[config.mk]
export PLATFORM = sky130hd
export DESIGN_NAME = fwr_cell
export DESIGN_NICKNAME = d
export VERILOG_FILES = /design/src/rtl/fwr_pkg.sv /design/src/rtl/fwr_cell.sv
export SDC_FILE = /design/constraint.sdc
export NUM_CORES = 1
export LEC_CHECK = 0
export ABC_AREA = 1
export BUFFER_PORTS_ARGS = -buffer_cell sky130_fd_sc_hd__buf_2
export CORE_MARGIN = 4
export CORE_UTILIZATION = 59
export CTS_CLUSTER_DIAMETER = 100
export DETAILED_ROUTE_END_ITERATION = 8
export PLACE_DENSITY_LB_ADDON = 0.08
export SETUP_SLACK_MARGIN = 0.2
export SYNTH_ARGS = -nofsm -noshare
export SYNTH_HDL_FRONTEND = slang
export SYNTH_SLANG_ARGS = --single-unit
[constraint.sdc]
create_clock -name clock -period 2.2 [get_ports clock]
set_clock_uncertainty 0.15 [all_clocks]
set_input_delay 0.22 -clock clock [delete_from_list [all_inputs] [get_ports clock]]
set_output_delay 0.22 -clock clock [all_outputs]
set_load 0.02 [all_outputs]
[src/rtl/fwr_pkg.sv]
package fwr_pkg;

   // grid and sample sizes
   localparam int MAX_INTERVALS = 1024;
   localparam int SAMPLE_BITS   = 24;
   localparam int CNT_BITS      = 11;
   localparam int COORD_BITS    = 10;
   localparam int WEIGHT_BITS   = 16;
   localparam int SCALE_SHIFT   = 18;

   // line store: one entry per fine column, holding rows r-2 and r-1
   localparam int LINE_DEPTH = MAX_INTERVALS + 1;
   localparam int ADDR_BITS  = $clog2(LINE_DEPTH);
   localparam int LINE_BITS  = 2 * SAMPLE_BITS;

   // stencil arithmetic: 16 times a sample fits in four more bits
   localparam int SUM_BITS  = SAMPLE_BITS + 4;
   localparam int PROD_BITS = SUM_BITS + WEIGHT_BITS + 1;
   localparam int WIN_COLS  = 3;

   // stream payload widths
   localparam int IN_DATA_BITS  = ((SAMPLE_BITS + 7) / 8) * 8;
   localparam int OUT_FIELD_BITS = SAMPLE_BITS + 2 * COORD_BITS;
   localparam int OUT_DATA_BITS = ((OUT_FIELD_BITS + 7) / 8) * 8;

   // configuration port
   localparam int CSR_IDX_BITS  = 2;
   localparam int CSR_DATA_BITS = WEIGHT_BITS;

   typedef enum logic [CSR_IDX_BITS-1:0] {
      CSR_FINE_COLS = 2'd0,
      CSR_FINE_ROWS = 2'd1,
      CSR_WEIGHT    = 2'd2
   } csr_index_type;

   typedef enum logic [1:0] {
      KIND_NONE,
      KIND_BORDER,
      KIND_INTERIOR,
      KIND_ERROR
   } kind_type;

   typedef struct packed {
      kind_type                kind;
      logic [COORD_BITS-1:0]   row;
      logic [COORD_BITS-1:0]   col;
      logic                    last;
   } meta_type;

   typedef struct packed {
      logic                    en;
      logic [ADDR_BITS-1:0]    addr;
      logic [LINE_BITS-1:0]    data;
   } line_wr_type;

endpackage

[src/rtl/fwr_cell.sv]
module fwr_cell (
   input  logic                               clock,
   input  logic                               shift_en,
   input  logic                               dbl,
   input  logic signed [fwr_pkg::SUM_BITS-1:0] column_sum,
   input  logic signed [fwr_pkg::SUM_BITS-1:0] prev_sum,
   output logic signed [fwr_pkg::SUM_BITS-1:0] next_sum
);
   import fwr_pkg::*;

   logic signed [SUM_BITS-1:0] sum_ff;
   logic signed [SUM_BITS-1:0] sum_in;

   // add this column's weight to the partial handed over by the neighbor
   always_comb begin
      if (dbl) begin
         sum_in = prev_sum + (column_sum <<< 1);
      end else begin
         sum_in = prev_sum + column_sum;
      end
   end

   always_ff @(posedge clock) begin
      if (shift_en) begin
         sum_ff <= sum_in;
      end
   end

   assign next_sum = sum_ff;

endmodule

---- Word level (Yosys, flattened, before mapping) ----
Cells that the tools add are included.
storage, ports and cells
  memories ................................ 0
  memory bits (writable) .................. 0
  ROM bits ................................ 0
  register bits ........................... 28
  output and inout port bits .............. 28
  bits in latches ......................... 0
cells by class
  magnitude comparators ................... 0
  reduce and logical (&&, ||, !) cells .... 0
  $add $sub $neg .......................... 2
  equality and inequality tests ........... 0
  shifts and indexed selects .............. 0
  $mul .................................... 0
  mux-type cells .......................... 1
  bitwise operators ....................... 0
  div/mod/pow operators ................... 0
operators with widths
  kind            number
  $add 28x28->28  2
  $mux 28         1

---- Longest topological paths before layout ----
Gate-level depths: netlist (run 1).
  depth after elaboration ................. 2
  depth in mapped cells ................... 13
  mapped depth without buffers ............ 13

---- Worst setup path before layout (run 1) ----
OpenSTA, ideal clock, no wires.
  path kind ............................... input-to-reg
  from .................................... in column_sum[0] in the netlist's numbering
  to ...................................... reg sum_ff[23], in the netlist next_sum[23], data pin
  data required time ...................... 1.796 ns
  slack ................................... 0.241 ns
  data arrival time ....................... 1.555 ns
  stages on the path ...................... 13
  cells stage by stage .................... ha_1 > inv_1 > fa_1 > inv_1 > nand3_1 > nand3_1 > nand2_1 > nand2_1 > nand2_1 > nand3_1 > nand2_1 > nand3_1 > nand2_1
on the way
  cells in the longest elaborated chain, start to end .. 2
  elaborated cells on any way between the ends .. 3
  those cells by class .................... add/sub: 2; mux: 1
ends and longest elaborated chain
  what                               line                            text
  start: declaration                 fwr_cell.sv:5                   input logic signed [fwr_pkg::SUM_BITS-1:0] column_sum,
  $add 28x28->28 (on tied branches)  fwr_cell.sv:19, fwr_cell.sv:17
  $mux 28 *                          fwr_cell.sv:16                  if (dbl) begin
  via sum_in[23]                     fwr_cell.sv:12                  logic signed [SUM_BITS-1:0] sum_in;
  end signal: assignment             fwr_cell.sv:25                  sum_ff <= sum_in;
  end: declaration                   fwr_cell.sv:11                  logic signed [SUM_BITS-1:0] sum_ff;
The timed path passes the listed nets; every way through them passes the cells marked *.
A chain may end at the register's enable or synchronous reset.

---- Worst setup path in the final report (run 1) ----
  from .................................... in column_sum[0] in the netlist's numbering
  to ...................................... reg sum_ff[20], in the netlist next_sum[20], data pin
Same word-level chain as after synthesis.

==> results of run 1 <==
[cell usage in the layout (no fill, tap or decap), drive strengths merged]
cell and count:
clkinv 2, nand3b 7, buf 105, clkbuf 3
xor2 6, inv 181, edfxtp 28, o21bai 3
or2 3, nand2b 1, nor3 5, nand2 382
a21o 2, nand4 12, o21ai 25, fa 2
xnor2 2, a21oi 46, o22ai 1, and2 3
ha 53, nand3 85, nor2 74
[critical path, cell delays in order]
cell	delay, ps
buf_2	100
buf_4	100
ha_2	160
inv_1	50
fa_2	340
inv_2	90
nand3_1	80
nand3_2	80
nand2_2	80
nor2_4	130
nand2_1	80
nand3_1	100
nand2_1	60
nand3_1	90
nand2_1	50
[cell type report]
type	count	share of cell area [%]
flip-flops and latches	28	14.2
inverters	182	11.5
well taps	105	2.22
clock buffers	3	0.698
clock inverters	1	0.0634
repair buffers	105	9.68
multi-input cells	712	61.6
[power groups by stage]
stage,registers [mW],clock network [mW],logic (mW)
final,0.705,0.294,1.48
after global routing,0.711,0.311,1.65
after CTS,0.705,0.286,1.44
after detailed placement,0.718,0,1.43
after global placement,0.716,0,1.41
after floorplan,0.810,0,0.872
[synthesized netlist by cell type (all sizes together)]
| library cell | count |
|---|---|
| nand2 | 382 |
| inv | 181 |
| nand3 | 85 |
| nor2 | 74 |
| ha | 53 |
| a21oi | 46 |
| edfxtp | 28 |
| o21ai | 25 |
| nand4 | 12 |
| nand3b | 7 |
| xor2 | 6 |
| clkbuf | 5 |
| nor3 | 5 |
| and2 | 3 |
| o21bai | 3 |
| or2 | 3 |
| a21o | 2 |
| fa | 2 |
| xnor2 | 2 |
| clkinv | 1 |
| nand2b | 1 |
| o22ai | 1 |
[worst paths after layout]
kind	start	endpoint	cells after the start
worst max-delay path	column_sum[0]	next_sum[20]	15
worst min-delay path	prev_sum[0]	next_sum[0]	3
[cells by family after synthesis]
| kind of cell | synth area share [%] |
|---|---|
| xor+xnor | 1.36 |
| buf+inv | 13.6 |
| fa+ha+maj | 13.7 |
| simple gates | 47.2 |
| compound gates | 7.83 |
| flops | 16.3 |
[what timing repair did]
action | in CTS | in global routing
setup endpoints to repair | 1 | 17
setup buffers | 0 | 1
gates resized for setup | 1 | 11
pin swaps | 0 | 1
[through the flow]
stage / area [um^2] / hold slack [ps] / util [%]
3_3_place_gp: 5820 / 373 / 69.8
4_1_cts: 5870 / 111 / 70.4
6_report: 5920 / 110 / 71.0
2_1_floorplan: 5150 / 182 / -
3_5_place_dp: 5820 / 390 / 69.8
5_1_grt: 5920 / 114 / 71.0
[metal layers]
metal | up-vias | global-route usage [%]
li1 | 3106 | -
met1 | 2586 | 46.2
met2 | 307 | 50.9
met3 | 22 | 5.51
met4 | 0 | 7.57
met5 | - | 0
==> metrics.md, run 1 <==
| Metric | Value |
|---|---|
| Outcome | finished clean |
| Setup_tns | 0 ps |
| Met2 WL | 7290 um |
| First-pass GRT wire length | 26300 um |
| Largest net degree at the start of global routing | 31 |
| Width of the die | 101 um |
| Top sig layer | met4 |
| Final HPWL DP | 14200 um |
| I/O Buffers | 86 |
| Leak | 3.59 nW |
| CTS sink count | 28 |
| Yosys warns | 0 |
| Met3 wire len | 1900 um |
| Starting Density | 61.7% |
| Total wire length | 16500 um |
| Post-synth top area share | 27.3% |
| Syn Inst Count | 927 |
| Least-Margin Pin Slew | 661 ps |
| Max VDD drop | 0.237 mV |
| RSZ-0062 raised after global routing | true |
| Fin. max-slew vios | 0 |
| Metal-1 WL | 7080 um |
| Sequential fraction of the synthesis area | 16.3% |
| Hold Path Class | input pin to flop |
| DRT iter0 DRCs | 407 |
| Overall Global Routing Usage | 32.3% |
| Global route overflow | 0 |
| Crit path DAT | 1820 ps |
| Drt via density | 5.30 |
| Psw | 1.17 mW |
| CTS Buf Count | 3 |
| Yosys top cell by area | nand2_1 |
| Synthesized net count | 1041 |
| Chip height | 101 um |
| Number of flip-flops in the largest register | 28 |
| Comb pwr share | 59.7% |
| Ports | 87 |
| Final std cells w/o fill | 1136 |
| Clock transition at the registers of the reported paths | 90 ps |
| Area Overhead vs Synth | 15.0% |
| Drt pass-1 iters | 5 |
| Die area | 0.0103 mm^2 |
| Mapped Area | 0.00515 mm^2 |
| Root buffer cell | clkbuf_8 |
| Final GP Congestion | 1.00 |
| Fin crit period | 1940 ps |
| Core Box Area | 0.00834 mm^2 |
| Crit path kind | input pin to flop |
| Cell variety after synth | 32 |
| Avg WL per Cell | 14.6 um |
| N_diodes | 0 |
| CP Capture Type | flop |
| Clock buffer depth | 2 |
| Synth area leaders | nand2_1 (27%), edfxtp_1 (16%), inv_1 (13%), ha_1 (13%), nand3_1 (7.8%) |
| Vias | 6021 |
| Cell row count | 33 |
| Final Hold Vio Count | 0 |
| Mean Syn Cell Area | 5.55 um^2 |
| PwrDens | 419 mW/mm^2 |
| Tcrit/Tclk final | 88.1% |
| CTS Hold Bufs | 0 |
| Vias in the first global route | 5542 |
| Internal cell power | 1.31 mW |
| Post-route antenna net violation count | 0 |
| Overall Power | 2.48 mW |
| Initial antenna violation count | 0 |
| Flop and latch count out of synthesis | 28 |
| DRC Markers | 0 |
| Layout cells sized above 1 | 14.5% |
| Multi-input logic area | 0.00365 mm^2 |
| Relative slew slack | 55.9% |
| DP Cell Count | 1131 |
| Fillers | 801 |
| DP Worst Slack | -98.8 ps |
| CP startpoint kind | input pin |
| Final WS setup | 262 ps |
| Nets | 1146 |
| Flop pwr share | 28.4% |
| Final setup violation count | 0 |
| Worst EP required | 2080 ps |
| Switch share | 47.1% |
| H-tree depth | 1 |
| Crit-path max FO | 4 |
| Peak Freq | 516 MHz |
| CTS tree | done |
| MaxCap Viol Count | 0 |
| Sequential standard cell area | 841 um^2 |
| Clk pwr share | 11.9% |
(Power assumes the default switching activity.)
==> run 2: changes to the inputs <==
Settings changed: CORE_UTILIZATION 59 to 45, SKIP_CTS_REPAIR_TIMING set to 1.
==> metrics.md, run 2 (synthesized netlist as in run 1, its figures left out) <==
| Metric | Value |
|---|---|
| Setup_tns | 0 ps (unchanged) |
| Crit-path max FO | 4 (unchanged) |
| Least-Margin Pin Slew | 645 ps (-16.6 ps) |
| Die area | 0.0132 mm^2 (+29%) |
| Final Util | 54.8% (-16 points) |
| Root buffer cell | clkbuf_16 |
| First-pass GRT wire length | 26700 um (+1.4%) |
| Layout cells sized above 1 | 14.9% (+0.36 points) |
| Fin crit period | 1960 ps (+24.3 ps) |
| Hold Path Class | input pin to flop |
| Peak Freq | 510 MHz (-1.2%) |
| Post-route antenna net violation count | 0 (unchanged) |
| Vias in the first global route | 5406 (-2.5%) |
| Tcrit/Tclk final | 89.2% (+1.1 points) |
| Leak | 3.62 nW (+0.91%) |
| Cell row count | 38 (+15%) |
| Drt via density | 5.01 (-5.6%) |
| Total wire length | 16800 um (+1.4%) |
| Starting Density | 46.7% (-15 points) |
| Most frequent cells in the layout | nand2_1 (371), inv_1 (178), buf_2 (86) |
| Overall Power | 2.75 mW (+11%) |
| Final setup violation count | 0 (unchanged) |
| Crit path kind | input pin to flop |
| Ports | 87 (unchanged) |
| CP Capture Type | flop |
| Max VDD drop | 0.352 mV (+48%) |
| N_diodes | 0 (unchanged) |
| Outcome | finished clean |
| Vias | 5872 (-2.5%) |
| RSZ-0062 raised after global routing | false |
| Final Hold Vio Count | 0 (unchanged) |
| DRC Markers | 0 (unchanged) |
| Avg WL per Cell | 14.3 um (-1.8%) |
| Nets | 1148 (+0.17%) |
| Multi-input logic area | 0.00365 mm^2 (+0.14%) |
| CTS Buf Count | 3 (unchanged) |
| MaxCap Viol Count | 0 (unchanged) |
| Overall Global Routing Usage | 25.7% (-6.6 points) |
| Clock buffer depth | 2 (unchanged) |
| CTS sink count | 28 (unchanged) |
| Final GP Congestion | 0.950 (-5.1%) |
| Fin. max-slew vios | 0 (unchanged) |
| Clock transition at the registers of the reported paths | 70 ps (-20 ps) |
| H-tree depth | 1 (unchanged) |
| CP startpoint kind | input pin |
| Width of the die | 115 um (+13%) |
| Drt pass-1 iters | 5 (unchanged) |
| DRT iter0 DRCs | 363 (-11%) |
| Area Overhead vs Synth | 17.4% |
| CTS tree | done |
| Relative slew slack | 57.0% (+1.1 points) |
| DP Cell Count | 1169 (+3.4%) |
| Core Box Area | 0.0110 mm^2 (+32%) |
| Worst setup startpoint | column_sum[0] |
| Initial antenna violation count | 0 (unchanged) |
| Global route overflow | 0 (unchanged) |
| Chip height | 115 um (+13%) |
| Worst EP required | 2080 ps (about the same) |
| Number of flip-flops in the largest register | 28 (unchanged) |
| HP Start | prev_sum[0] |
| Crit path DAT | 1840 ps (+20 ps) |
| Fillers | 1214 (+52%) |
| Final HPWL DP | 14800 um (+4.1%) |
| PwrDens | 455 mW/mm^2 (+8.7%) |
| Largest net degree at the start of global routing | 29 (-6.5%) |
| Most common cell after layout, fill and taps aside | nand2_1 |
| Final std cells w/o fill | 1173 (+3.3%) |
| I/O Buffers | 86 (unchanged) |
| Sequential standard cell area | 841 um^2 (unchanged) |
-- run 2: cell types whose count changed in the layout (fill, tap and decap cells not counted), sizes merged --
cell,before,now
clkinv,2,1
buf,105,107
bufinv,0,1
-- run 2: worst paths after layout --
| check | to | slack (ps) | cells past startpoint |
|---|---|---|---|
| worst max-delay path | next_sum[11] | 240 | 10 |
| worst min-delay path | next_sum[0] | 90 | 3 |
-- run 2: per-layer routing --
| metal | track usage (%) | vias to the layer above | wire (um) |
|---|---|---|---|
| li1 | - | 3106 | - |
| met1 | 37.5 | 2574 | 7780 |
| met2 | 41.4 | 176 | 7420 |
| met3 | 2.89 | 16 | 1330 |
| met4 | 4.69 | 0 | 234 |
| met5 | 0 | - | 0 |
-- run 2: layout make-up --
class                      count  area share (%)
multi-input combinational    712            60.4
timing repair buffer         107            9.73
inverter                     182            11.3
tap                          140            2.90
clock buffer                   3            1.24
sequential                    28            13.9
clock inverter                 1           0.497
-- run 2: per-stage QoR --
| step | cell area, um^2 | worst slack [ps] | hold WS, ps |
|---|---|---|---|
| floorplan | 5150 | 241 | 182 |
| global placement | 5890 | 17.6 | 368 |
| detailed placement | 5890 | 6.16 | 369 |
| CTS | 6000 | 282 | 88.7 |
| global route | 6040 | 202 | 110 |
| finish | 6040 | 238 | 87.9 |
-- run 2: power by group --
group          total (mW)  switching (mW)  internal [mW]
logic                1.48           0.970          0.513
registers           0.708          0.0247          0.684
clock network       0.560           0.197          0.363
total                2.75            1.19           1.56
-- run 2: critical path, cell delays in order --
cell and delay (ps):
buf_2 90, ha_1 170, inv_1 50, fa_1 390
inv_1 90, buf_4 100, nand3_1 90, nand3_2 130
o21ai_0 110, o21ai_0 380
